--- src/design/rqfl_pkg.sv ---
`timescale 1ns / 1ps

package rqfl_pkg;

   // Position of the length byte within a reply frame
   localparam int unsigned LENGTH_INDEX = 2;

   localparam int unsigned RESULTS_MAX = 4;
   localparam int unsigned COUNT_W     = $clog2(RESULTS_MAX + 1);

   localparam logic [7:0]  HEADER_RESET  = 8'd0;
   localparam logic [7:0]  PREFIX_RESET  = 8'd0;
   localparam logic [7:0]  ERR1_RESET    = 8'd0;
   localparam logic [7:0]  ERR2_RESET    = 8'd0;
   localparam logic [8:0]  INIT_LEN_RESET = 9'd3;
   localparam logic [8:0]  MAX_LEN_RESET  = 9'd257;
   localparam logic [15:0] TIMEOUT_RESET  = 16'd1000;

   typedef enum logic [2:0] {
      REG_HEADER   = 3'd0,
      REG_PREFIX   = 3'd1,
      REG_ERR1     = 3'd2,
      REG_ERR2     = 3'd3,
      REG_INIT_LEN = 3'd4,
      REG_MAX_LEN  = 3'd5,
      REG_TIMEOUT  = 3'd6
   } reg_index_type;

   typedef enum logic [1:0] {
      MODE_START = 2'd0,
      MODE_BYTE  = 2'd1,
      MODE_TICK  = 2'd2
   } mode_type;

   typedef enum logic [1:0] {
      KIND_COMMAND = 2'd0,
      KIND_ECHO    = 2'd1,
      KIND_STATUS  = 2'd2
   } kind_type;

   typedef enum logic [2:0] {
      STATUS_OK            = 3'd0,
      STATUS_TIMEOUT_EMPTY = 3'd1,
      STATUS_TIMEOUT_PART  = 3'd2,
      STATUS_ERROR_REPLY   = 3'd3,
      STATUS_BAD_LENGTH    = 3'd4,
      STATUS_CHECKSUM      = 3'd5
   } status_type;

   typedef struct packed {
      kind_type   kind;
      logic [7:0] data_byte;
      logic [8:0] byte_index;
      status_type status;
      logic       last;
   } result_type;

   typedef struct packed {
      logic [COUNT_W-1:0]             count;
      result_type [RESULTS_MAX-1:0]   entry;
   } bundle_type;

endpackage

--- src/design/rqfl_result_stage.sv ---
`timescale 1ns / 1ps

module rqfl_result_stage import rqfl_pkg::*; (
   input  logic        clock,
   input  logic        reset,
   input  logic        load,
   input  bundle_type  bundle,
   output logic        can_load,
   output logic        rsp_tvalid,
   input  logic        rsp_tready,
   output logic [23:0] rsp_tdata,   // data_byte [7:0], byte_index [16:8], status [19:17]
   output logic [1:0]  rsp_tuser,   // kind [1:0]
   output logic        rsp_tlast
);

   logic [COUNT_W-1:0]           count_ff, count_in;
   result_type [RESULTS_MAX-1:0] entry_ff, entry_in;
   logic                         pop;

   assign pop        = rsp_tvalid && rsp_tready;
   assign rsp_tvalid = (count_ff != '0);
   assign can_load   = (count_ff == '0) ||
                       ((count_ff == COUNT_W'(1)) && rsp_tready);

   always_comb begin
      count_in = count_ff;
      entry_in = entry_ff;
      if (load) begin
         count_in = bundle.count;
         entry_in = bundle.entry;
      end else if (pop) begin
         // advance the queue by one word
         count_in = count_ff - COUNT_W'(1);
         for (int i = 0; i < RESULTS_MAX - 1; i++) begin
            entry_in[i] = entry_ff[i+1];
         end
         entry_in[RESULTS_MAX-1] = entry_ff[RESULTS_MAX-1];
      end
   end

   always_ff @(posedge clock) begin
      if (reset) begin
         count_ff <= '0;
      end else begin
         count_ff <= count_in;
      end
      entry_ff <= entry_in;
   end

   assign rsp_tdata = {4'd0, entry_ff[0].status, entry_ff[0].byte_index,
                       entry_ff[0].data_byte};
   assign rsp_tuser = entry_ff[0].kind;
   assign rsp_tlast = entry_ff[0].last;

   a_load_when_free: assert property (@(posedge clock) disable iff (reset)
      load |-> can_load)
      else $error("result stage loaded while words still pending");

   a_count_bound: assert property (@(posedge clock) disable iff (reset)
      count_ff <= COUNT_W'(RESULTS_MAX))
      else $error("result count out of range");

   a_shift_order: assert property (@(posedge clock) disable iff (reset)
      (pop && !load && count_ff > COUNT_W'(1)) |=> entry_ff[0] == $past(entry_ff[1]))
      else $error("result words out of order");

   a_last_on_command: assert property (@(posedge clock) disable iff (reset)
      (rsp_tvalid && rsp_tlast) |-> rsp_tuser == KIND_COMMAND)
      else $error("last flag on a non-command word");

endmodule

--- src/design/register_query_frame_link.sv ---
`timescale 1ns / 1ps

// Query link master. A start word (tuser 0) sends a four-word command: header,
// prefix, register id and the inverted 8-bit sum of those three, tlast on the
// fourth, and opens a reply frame. Reply bytes (tuser 1) are echoed with their
// index and checked for length, error pair and checksum; ticks (tuser 2) run the
// timeout. A frame status word ends every frame that is closed by the partner's
// reply or the timeout. All decisions for an item are made in the cycle it is
// accepted; its result words then leave one per cycle while rsp_tready is high,
// from a four-entry output stage, and the next item is taken only once the stage
// is empty or its last word is leaving. Configuration writes are taken in any cycle.
module register_query_frame_link import rqfl_pkg::*; (
   input  logic        clock,
   input  logic        reset,
   input  logic        req_tvalid,
   output logic        req_tready,
   input  logic [15:0] req_tdata,   // register_id [7:0], rx_byte [15:8]
   input  logic [1:0]  req_tuser,   // mode [1:0]
   output logic        rsp_tvalid,
   input  logic        rsp_tready,
   output logic [23:0] rsp_tdata,   // data_byte [7:0], byte_index [16:8], status [19:17]
   output logic [1:0]  rsp_tuser,   // kind [1:0]
   output logic        rsp_tlast,
   input  logic        csr_valid,
   output logic        csr_ready,
   input  logic [2:0]  csr_index,
   input  logic [15:0] csr_data
);

   logic [7:0]  header_ff, prefix_ff, err1_ff, err2_ff;
   logic [8:0]  init_len_ff, max_len_ff;
   logic [15:0] timeout_ff;

   logic        waiting_ff, waiting_in;
   logic [8:0]  count_ff, count_in;
   logic [8:0]  exp_len_ff, exp_len_in;
   logic [7:0]  sum_ff, sum_in;
   logic [7:0]  first_ff, first_in;
   logic [15:0] ticks_ff, ticks_in;

   logic        accept, can_load;
   bundle_type  bundle;
   logic [7:0]  reg_id, rx_byte;
   logic [8:0]  next_count, len_new;
   logic [7:0]  want_sum;

   function automatic result_type make_result(kind_type k, logic [7:0] d,
                                              logic [8:0] idx, status_type st,
                                              logic l);
      result_type r;
      r.kind       = k;
      r.data_byte  = d;
      r.byte_index = idx;
      r.status     = st;
      r.last       = l;
      return r;
   endfunction

   assign reg_id     = req_tdata[7:0];
   assign rx_byte    = req_tdata[15:8];
   assign req_tready = can_load;
   assign accept     = req_tvalid && req_tready;
   assign csr_ready  = 1'b1;

   always_ff @(posedge clock) begin
      if (reset) begin
         header_ff   <= HEADER_RESET;
         prefix_ff   <= PREFIX_RESET;
         err1_ff     <= ERR1_RESET;
         err2_ff     <= ERR2_RESET;
         init_len_ff <= INIT_LEN_RESET;
         max_len_ff  <= MAX_LEN_RESET;
         timeout_ff  <= TIMEOUT_RESET;
      end else if (csr_valid && csr_ready) begin
         unique case (reg_index_type'(csr_index))
            REG_HEADER:   header_ff   <= csr_data[7:0];
            REG_PREFIX:   prefix_ff   <= csr_data[7:0];
            REG_ERR1:     err1_ff     <= csr_data[7:0];
            REG_ERR2:     err2_ff     <= csr_data[7:0];
            REG_INIT_LEN: init_len_ff <= csr_data[8:0];
            REG_MAX_LEN:  max_len_ff  <= csr_data[8:0];
            REG_TIMEOUT:  timeout_ff  <= csr_data;
            default: ;
         endcase
      end
   end

   always_comb begin
      waiting_in   = waiting_ff;
      count_in     = count_ff;
      exp_len_in   = exp_len_ff;
      sum_in       = sum_ff;
      first_in     = first_ff;
      ticks_in     = ticks_ff;
      bundle.count = '0;
      bundle.entry = '0;
      next_count   = count_ff + 9'd1;
      len_new      = {1'b0, rx_byte} + 9'd2;
      want_sum     = (next_count == 9'd1) ? 8'd0 : ~sum_ff;

      unique case (mode_type'(req_tuser))
         MODE_START: begin
            bundle.count    = COUNT_W'(4);
            bundle.entry[0] = make_result(KIND_COMMAND, header_ff, 9'd0, STATUS_OK, 1'b0);
            bundle.entry[1] = make_result(KIND_COMMAND, prefix_ff, 9'd1, STATUS_OK, 1'b0);
            bundle.entry[2] = make_result(KIND_COMMAND, reg_id, 9'd2, STATUS_OK, 1'b0);
            bundle.entry[3] = make_result(KIND_COMMAND, ~(header_ff + prefix_ff + reg_id),
                                          9'd3, STATUS_OK, 1'b1);
            waiting_in = 1'b1;
            count_in   = '0;
            exp_len_in = init_len_ff;
            sum_in     = '0;
            first_in   = '0;
            ticks_in   = '0;
         end
         MODE_BYTE: begin
            if (waiting_ff) begin
               if (count_ff >= max_len_ff) begin
                  // buffer full: drop the byte, close with bad length
                  bundle.count    = COUNT_W'(1);
                  bundle.entry[0] = make_result(KIND_STATUS, 8'd0, 9'd0,
                                                STATUS_BAD_LENGTH, 1'b0);
                  waiting_in      = 1'b0;
               end else begin
                  bundle.count    = COUNT_W'(1);
                  bundle.entry[0] = make_result(KIND_ECHO, rx_byte, count_ff,
                                                STATUS_OK, 1'b0);
                  bundle.entry[1] = make_result(KIND_STATUS, 8'd0, 9'd0, STATUS_OK, 1'b0);
                  if (count_ff == 9'd0) begin
                     first_in = rx_byte;
                  end
                  count_in = next_count;
                  if (next_count == 9'(LENGTH_INDEX + 1)) begin
                     exp_len_in = len_new;
                  end
                  priority if ((next_count == 9'(LENGTH_INDEX + 1)) &&
                               (len_new > max_len_ff)) begin
                     bundle.count           = COUNT_W'(2);
                     bundle.entry[1].status = STATUS_BAD_LENGTH;
                     waiting_in             = 1'b0;
                  end else if ((next_count == 9'd2) && (first_ff == err1_ff) &&
                               (rx_byte == err2_ff)) begin
                     bundle.count           = COUNT_W'(2);
                     bundle.entry[1].status = STATUS_ERROR_REPLY;
                     waiting_in             = 1'b0;
                  end else if (next_count >= exp_len_in) begin
                     bundle.count           = COUNT_W'(2);
                     bundle.entry[1].status = (want_sum == rx_byte) ? STATUS_OK
                                                                    : STATUS_CHECKSUM;
                     waiting_in             = 1'b0;
                  end else begin
                     sum_in = sum_ff + rx_byte;
                  end
               end
            end
         end
         MODE_TICK: begin
            if (waiting_ff) begin
               // saturate the tick count
               ticks_in = (ticks_ff != 16'hFFFF) ? ticks_ff + 16'd1 : ticks_ff;
               if (ticks_in >= timeout_ff) begin
                  bundle.count    = COUNT_W'(1);
                  bundle.entry[0] = make_result(KIND_STATUS, 8'd0, 9'd0,
                                                (count_ff == 9'd0) ? STATUS_TIMEOUT_EMPTY
                                                                   : STATUS_TIMEOUT_PART,
                                                1'b0);
                  waiting_in      = 1'b0;
               end
            end
         end
         default: ;
      endcase
   end

   always_ff @(posedge clock) begin
      if (reset) begin
         waiting_ff <= 1'b0;
         count_ff   <= '0;
         exp_len_ff <= '0;
         sum_ff     <= '0;
         first_ff   <= '0;
         ticks_ff   <= '0;
      end else if (accept) begin
         waiting_ff <= waiting_in;
         count_ff   <= count_in;
         exp_len_ff <= exp_len_in;
         sum_ff     <= sum_in;
         first_ff   <= first_in;
         ticks_ff   <= ticks_in;
      end
   end

   rqfl_result_stage u_result_stage (
      .clock      (clock),
      .reset      (reset),
      .load       (accept && (bundle.count != '0)),
      .bundle     (bundle),
      .can_load   (can_load),
      .rsp_tvalid (rsp_tvalid),
      .rsp_tready (rsp_tready),
      .rsp_tdata  (rsp_tdata),
      .rsp_tuser  (rsp_tuser),
      .rsp_tlast  (rsp_tlast)
   );

   a_idle_quiet: assert property (@(posedge clock) disable iff (reset)
      (accept && !waiting_ff && req_tuser != MODE_START) |=> !rsp_tvalid)
      else $error("result produced for an item while no frame is open");

   a_start_opens: assert property (@(posedge clock) disable iff (reset)
      (accept && req_tuser == MODE_START) |=> waiting_ff && count_ff == 9'd0)
      else $error("start did not open a fresh frame");

   a_count_bound: assert property (@(posedge clock) disable iff (reset)
      (accept && waiting_ff && req_tuser == MODE_BYTE && count_ff >= max_len_ff)
      |=> $stable(count_ff) && !waiting_ff)
      else $error("byte taken into a full buffer");

endmodule

--- config.mk ---
export PLATFORM = sky130hd
export DESIGN_NAME = register_query_frame_link
export DESIGN_NICKNAME = d
export VERILOG_FILES = /design/src/design/rqfl_pkg.sv /design/src/design/rqfl_result_stage.sv /design/src/design/register_query_frame_link.sv
export SDC_FILE = /design/constraint.sdc
export NUM_CORES = 1
export LEC_CHECK = 0
export ABC_AREA = 1
export BUFFER_PORTS_ARGS = -buffer_cell sky130_fd_sc_hd__buf_2
export CORE_ASPECT_RATIO = 1.5
export CORE_MARGIN = 4
export CORE_UTILIZATION = 57
export CTS_BUF_LIST = sky130_fd_sc_hd__clkbuf_4 sky130_fd_sc_hd__clkbuf_8
export DETAILED_ROUTE_END_ITERATION = 8
export GPL_ROUTABILITY_DRIVEN = 0
export PLACE_DENSITY_LB_ADDON = 0.2
export SLEW_MARGIN = 20
export SYNTH_ARGS = -nofsm -noshare
export SYNTH_HDL_FRONTEND = slang
export SYNTH_SLANG_ARGS = --single-unit
--- constraint.sdc ---
create_clock -name clock -period 4.6 [get_ports clock]
set_input_delay 0.46 -clock clock [delete_from_list [all_inputs] [get_ports clock]]
set_output_delay 0.46 -clock clock [all_outputs]
set_load 0.01 [all_outputs]
==> results.ini <==
[worst_setup_path]
crit_required_ns=4.78
crit_path_frequent_cell=nand2_1
worst_setup_path_end_kind=register
reg2reg_to=u_result_stage.rsp_tdata[1]$_DFFE_PP_
path_class=reg -> reg
critical-path-max-stage-delay_ns=0.41
regToRegStartpoint=count_ff[0]$_SDFFE_PP0P_
crit_path_start_kind=register
crit_slowest_cell=dfxtp_1
reg2reg_slack_ns=0.45
crit_arrival_ns=4.32
r2r_cells=26
critPathMaxFanout=48

[synth]
synthAdderAreaFrac=0.1019
synthCells=1377
synthMuxAreaShare=0
yosysWarnings=0
async_reset_ff_frac=0
synth-xor-area-share=0.02536
yosysUniqueCellTypes=42
synth_edf_count=57
syn_area_sq_mm=0.01036
synth_area_per_cell_sq_um=7.524
synthDominantAreaCellType=dfxtp_1
yosys.area_share.simple=0.2422
synth_compound_area_frac=0.1285
ys_seq_area_frac=0.3971
synth_area_leaders=dfxtp_1 (23%), edfxtp_1 (17%), nand2_1 (12%)
synth_top_family_by_area=simple AND/OR/NAND/NOR gates
synth_top_area_frac=0.2319
ys_seq_elements=177
synth_ff_type=dfxtp_1

[finish]
final_common_cell=nand2_1
finish.utilization=0.6165
multi_input_area_sq_mm=0.005184
area_growth_pct=6.763
layout_common_cells=nand2_1 (324), inv_1 (162), nor2_1 (129)
stdcell_area_sq_mm=0.01106
n_antenna_cell=0
seq_area_sq_mm=0.004114
fillers=1621
fin_nets=1528
drive_gt1_frac=0.1106

[placement]
dpl.hpwl_microns=18300
numPortBuffers=66
placed_cell_area_sq_mm=0.01068

[power_and_ir_drop]
p_leak_nw=4.948
power_density_mw_per_mm2=363.9
peakVddDrop_v=0.0001964

[floorplanning]
core_sq_mm=0.01794
io_pins=72
start_util=0.5775
die_w_microns=118.1
die_h_microns=173.1
fp.dieArea_sq_mm=0.02044
placementRows=60

[clocking]
cts_inserted_buffers=17
cts_buffer_depth=2
clock-sinks=177
cts_tree=done
cts-root-buf=clkbuf_8
clock_latency_ns=0.49
htree_levels=4
clkSlewWorstSetupHoldPaths_ns=0.10

[global_routing]
globalRouteTotalUtil=0.2424
grt_max_degree=79
gr-total-overflow=0
grt_pass1_vias=8372
grt_pass1_wl_microns=40570
antenna_found_initial=0

[sta]
skew_ns=0.01467
fmax_mhz=241.2
hold_viol=0
timing.final.max_slew_violations=0
worst_slew_pin_slew_ns=0.9613
rsz0062_at_grt=no
setup_viol=0
max-slew-margin-rel=0.3591
period_minus_slack_ns=4.146
min_period_over_period=0.9012
tns_ns=0

[routing]
viasPerCell=5.434
ant_nets=0
dr.first_iter.drc_count=636
wl_per_cell_microns=15.14
drtPass1Iterations=7
route.detailed.drc=0
wl_microns=24780
num_vias=8896

[worst_hold_path]
hp-class=in -> reg
hold_depth=3
holdPathEnd=timeout_ff[9]$_SDFFE_PP1P_
min_from=csr_data[9]

[flow_run]
max_cap_violations=0

[status]
status=finished, final reports clean

[state kept, by name (all words and copies together), names as in the netlist]
signal,flops
count_ff,9
err1_ff,8
err2_ff,8
exp_len_ff,9
first_ff,8
header_ff,8
init_len_ff,9
max_len_ff,9
prefix_ff,8
sum_ff,8
ticks_ff,16
timeout_ff,16
u_result_stage.count_ff,3
u_result_stage.entry_ff,34
u_result_stage.rsp_tdata,20
u_result_stage.rsp_tlast,1
u_result_stage.rsp_tuser,2
waiting_ff,1
[worst max-delay path by stage]
stage / start / end / slack, ns / cells after the start
6_report: count_ff[0]$_SDFFE_PP0P_ / u_result_stage.rsp_tdata[1]$_DFFE_PP_ / 0.45 / 26
3_3_place_gp: count_ff[0]$_SDFFE_PP0P_ / u_result_stage.entry_ff[65]$_DFFE_PP_ / 0.30 / 23
3_5_place_dp: count_ff[0]$_SDFFE_PP0P_ / u_result_stage.entry_ff[63]$_DFFE_PP_ / 0.18 / 23
5_1_grt: count_ff[0]$_SDFFE_PP0P_ / u_result_stage.rsp_tdata[1]$_DFFE_PP_ / 0.02 / 25
2_1_floorplan: count_ff[1]$_SDFFE_PP0P_ / u_result_stage.entry_ff[23]$_SDFFCE_PP0P_ / 0.46 / 26
4_1_cts: count_ff[0]$_SDFFE_PP0P_ / u_result_stage.entry_ff[24]$_SDFFCE_PN0P_ / 0.15 / 23
[layer usage]
metal,GRT usage,routed length [microns],vias up
met4,0.07188,475,0
met1,0.3035,10790,4106
met2,0.4252,12290,244
met3,0.04352,1225,37
li1,-,-,4509
met5,0,0,-
[where the power goes]
| group | total, mW | switching, mW | internal [mW] |
|---|---|---|---|
| logic | 0.987 | 0.648 | 0.339 |
| clock network | 1.04 | 0.643 | 0.401 |
| registers | 1.99 | 0.0753 | 1.92 |
[Yosys cell counts (5+ instances only)]
master / number
o21a_1: 5
inv_1: 164
fa_1: 9
inv_2: 8
nand3_2: 5
nor2_1: 129
a21oi_1: 114
xor2_1: 15
xnor2_1: 15
nor3_1: 21
buf_4: 31
clkbuf_1: 30
clkinv_1: 7
nand4_1: 25
nand2_1: 326
buf_2: 5
ha_1: 70
or2_2: 6
o211ai_1: 19
dfxtp_1: 120
nor2_2: 6
edfxtp_1: 57
nand3_1: 48
nand2_2: 12
o21ai_0: 97
[worst max-delay path, delay by kind of cell (launching register included)]
kind | cells | cell delay [ns]
buffers and inverters | 4 | 0.57
adders and majority gates | 2 | 0.54
and+or+nand+nor | 15 | 1.67
AOI/OAI and AO/OA | 5 | 0.63
DFF | 1 | 0.41
[cell type report]
class                      instances  share of cell area
tap                              217             0.02454
multi-input combinational        953              0.4686
sequential                       177              0.3719
inverter                         179             0.06131
timing repair buffer              79             0.03981
clock buffer                      17             0.02115
clock inverter                    15             0.01267
[through the flow]
stage	worst slack (ns)	power [mW]	instances	hold WS, ns
global placement	0.3046	2.990	1605	0.4472
detailed placement	0.1753	3.016	1605	0.4537
CTS	0.1508	4.050	1637	0.1834
finish	0.4543	4.025	1637	0.1987
floorplan	0.4580	2.793	1380	0.4245
global route	0.02425	4.249	1637	0.2101
[repair_timing]
| item | CTS | global route |
|---|---|---|
| setup endpoints to repair | 0 | 60 |
| setup buffers | 0 | 0 |
| hold buffers | 0 | 0 |
| resized for setup | 0 | 5 |
[logic make-up after synthesis]
family | Yosys count
AO/OA/AOI/OAI | 249
XOR/XNOR | 30
adder cells (fa/ha/maj) | 79
buffers and inverters | 250
flip-flops | 177
other | 2
AND/OR/NAND/NOR | 590
No activity file was read; power rests on OpenSTA's default activity.
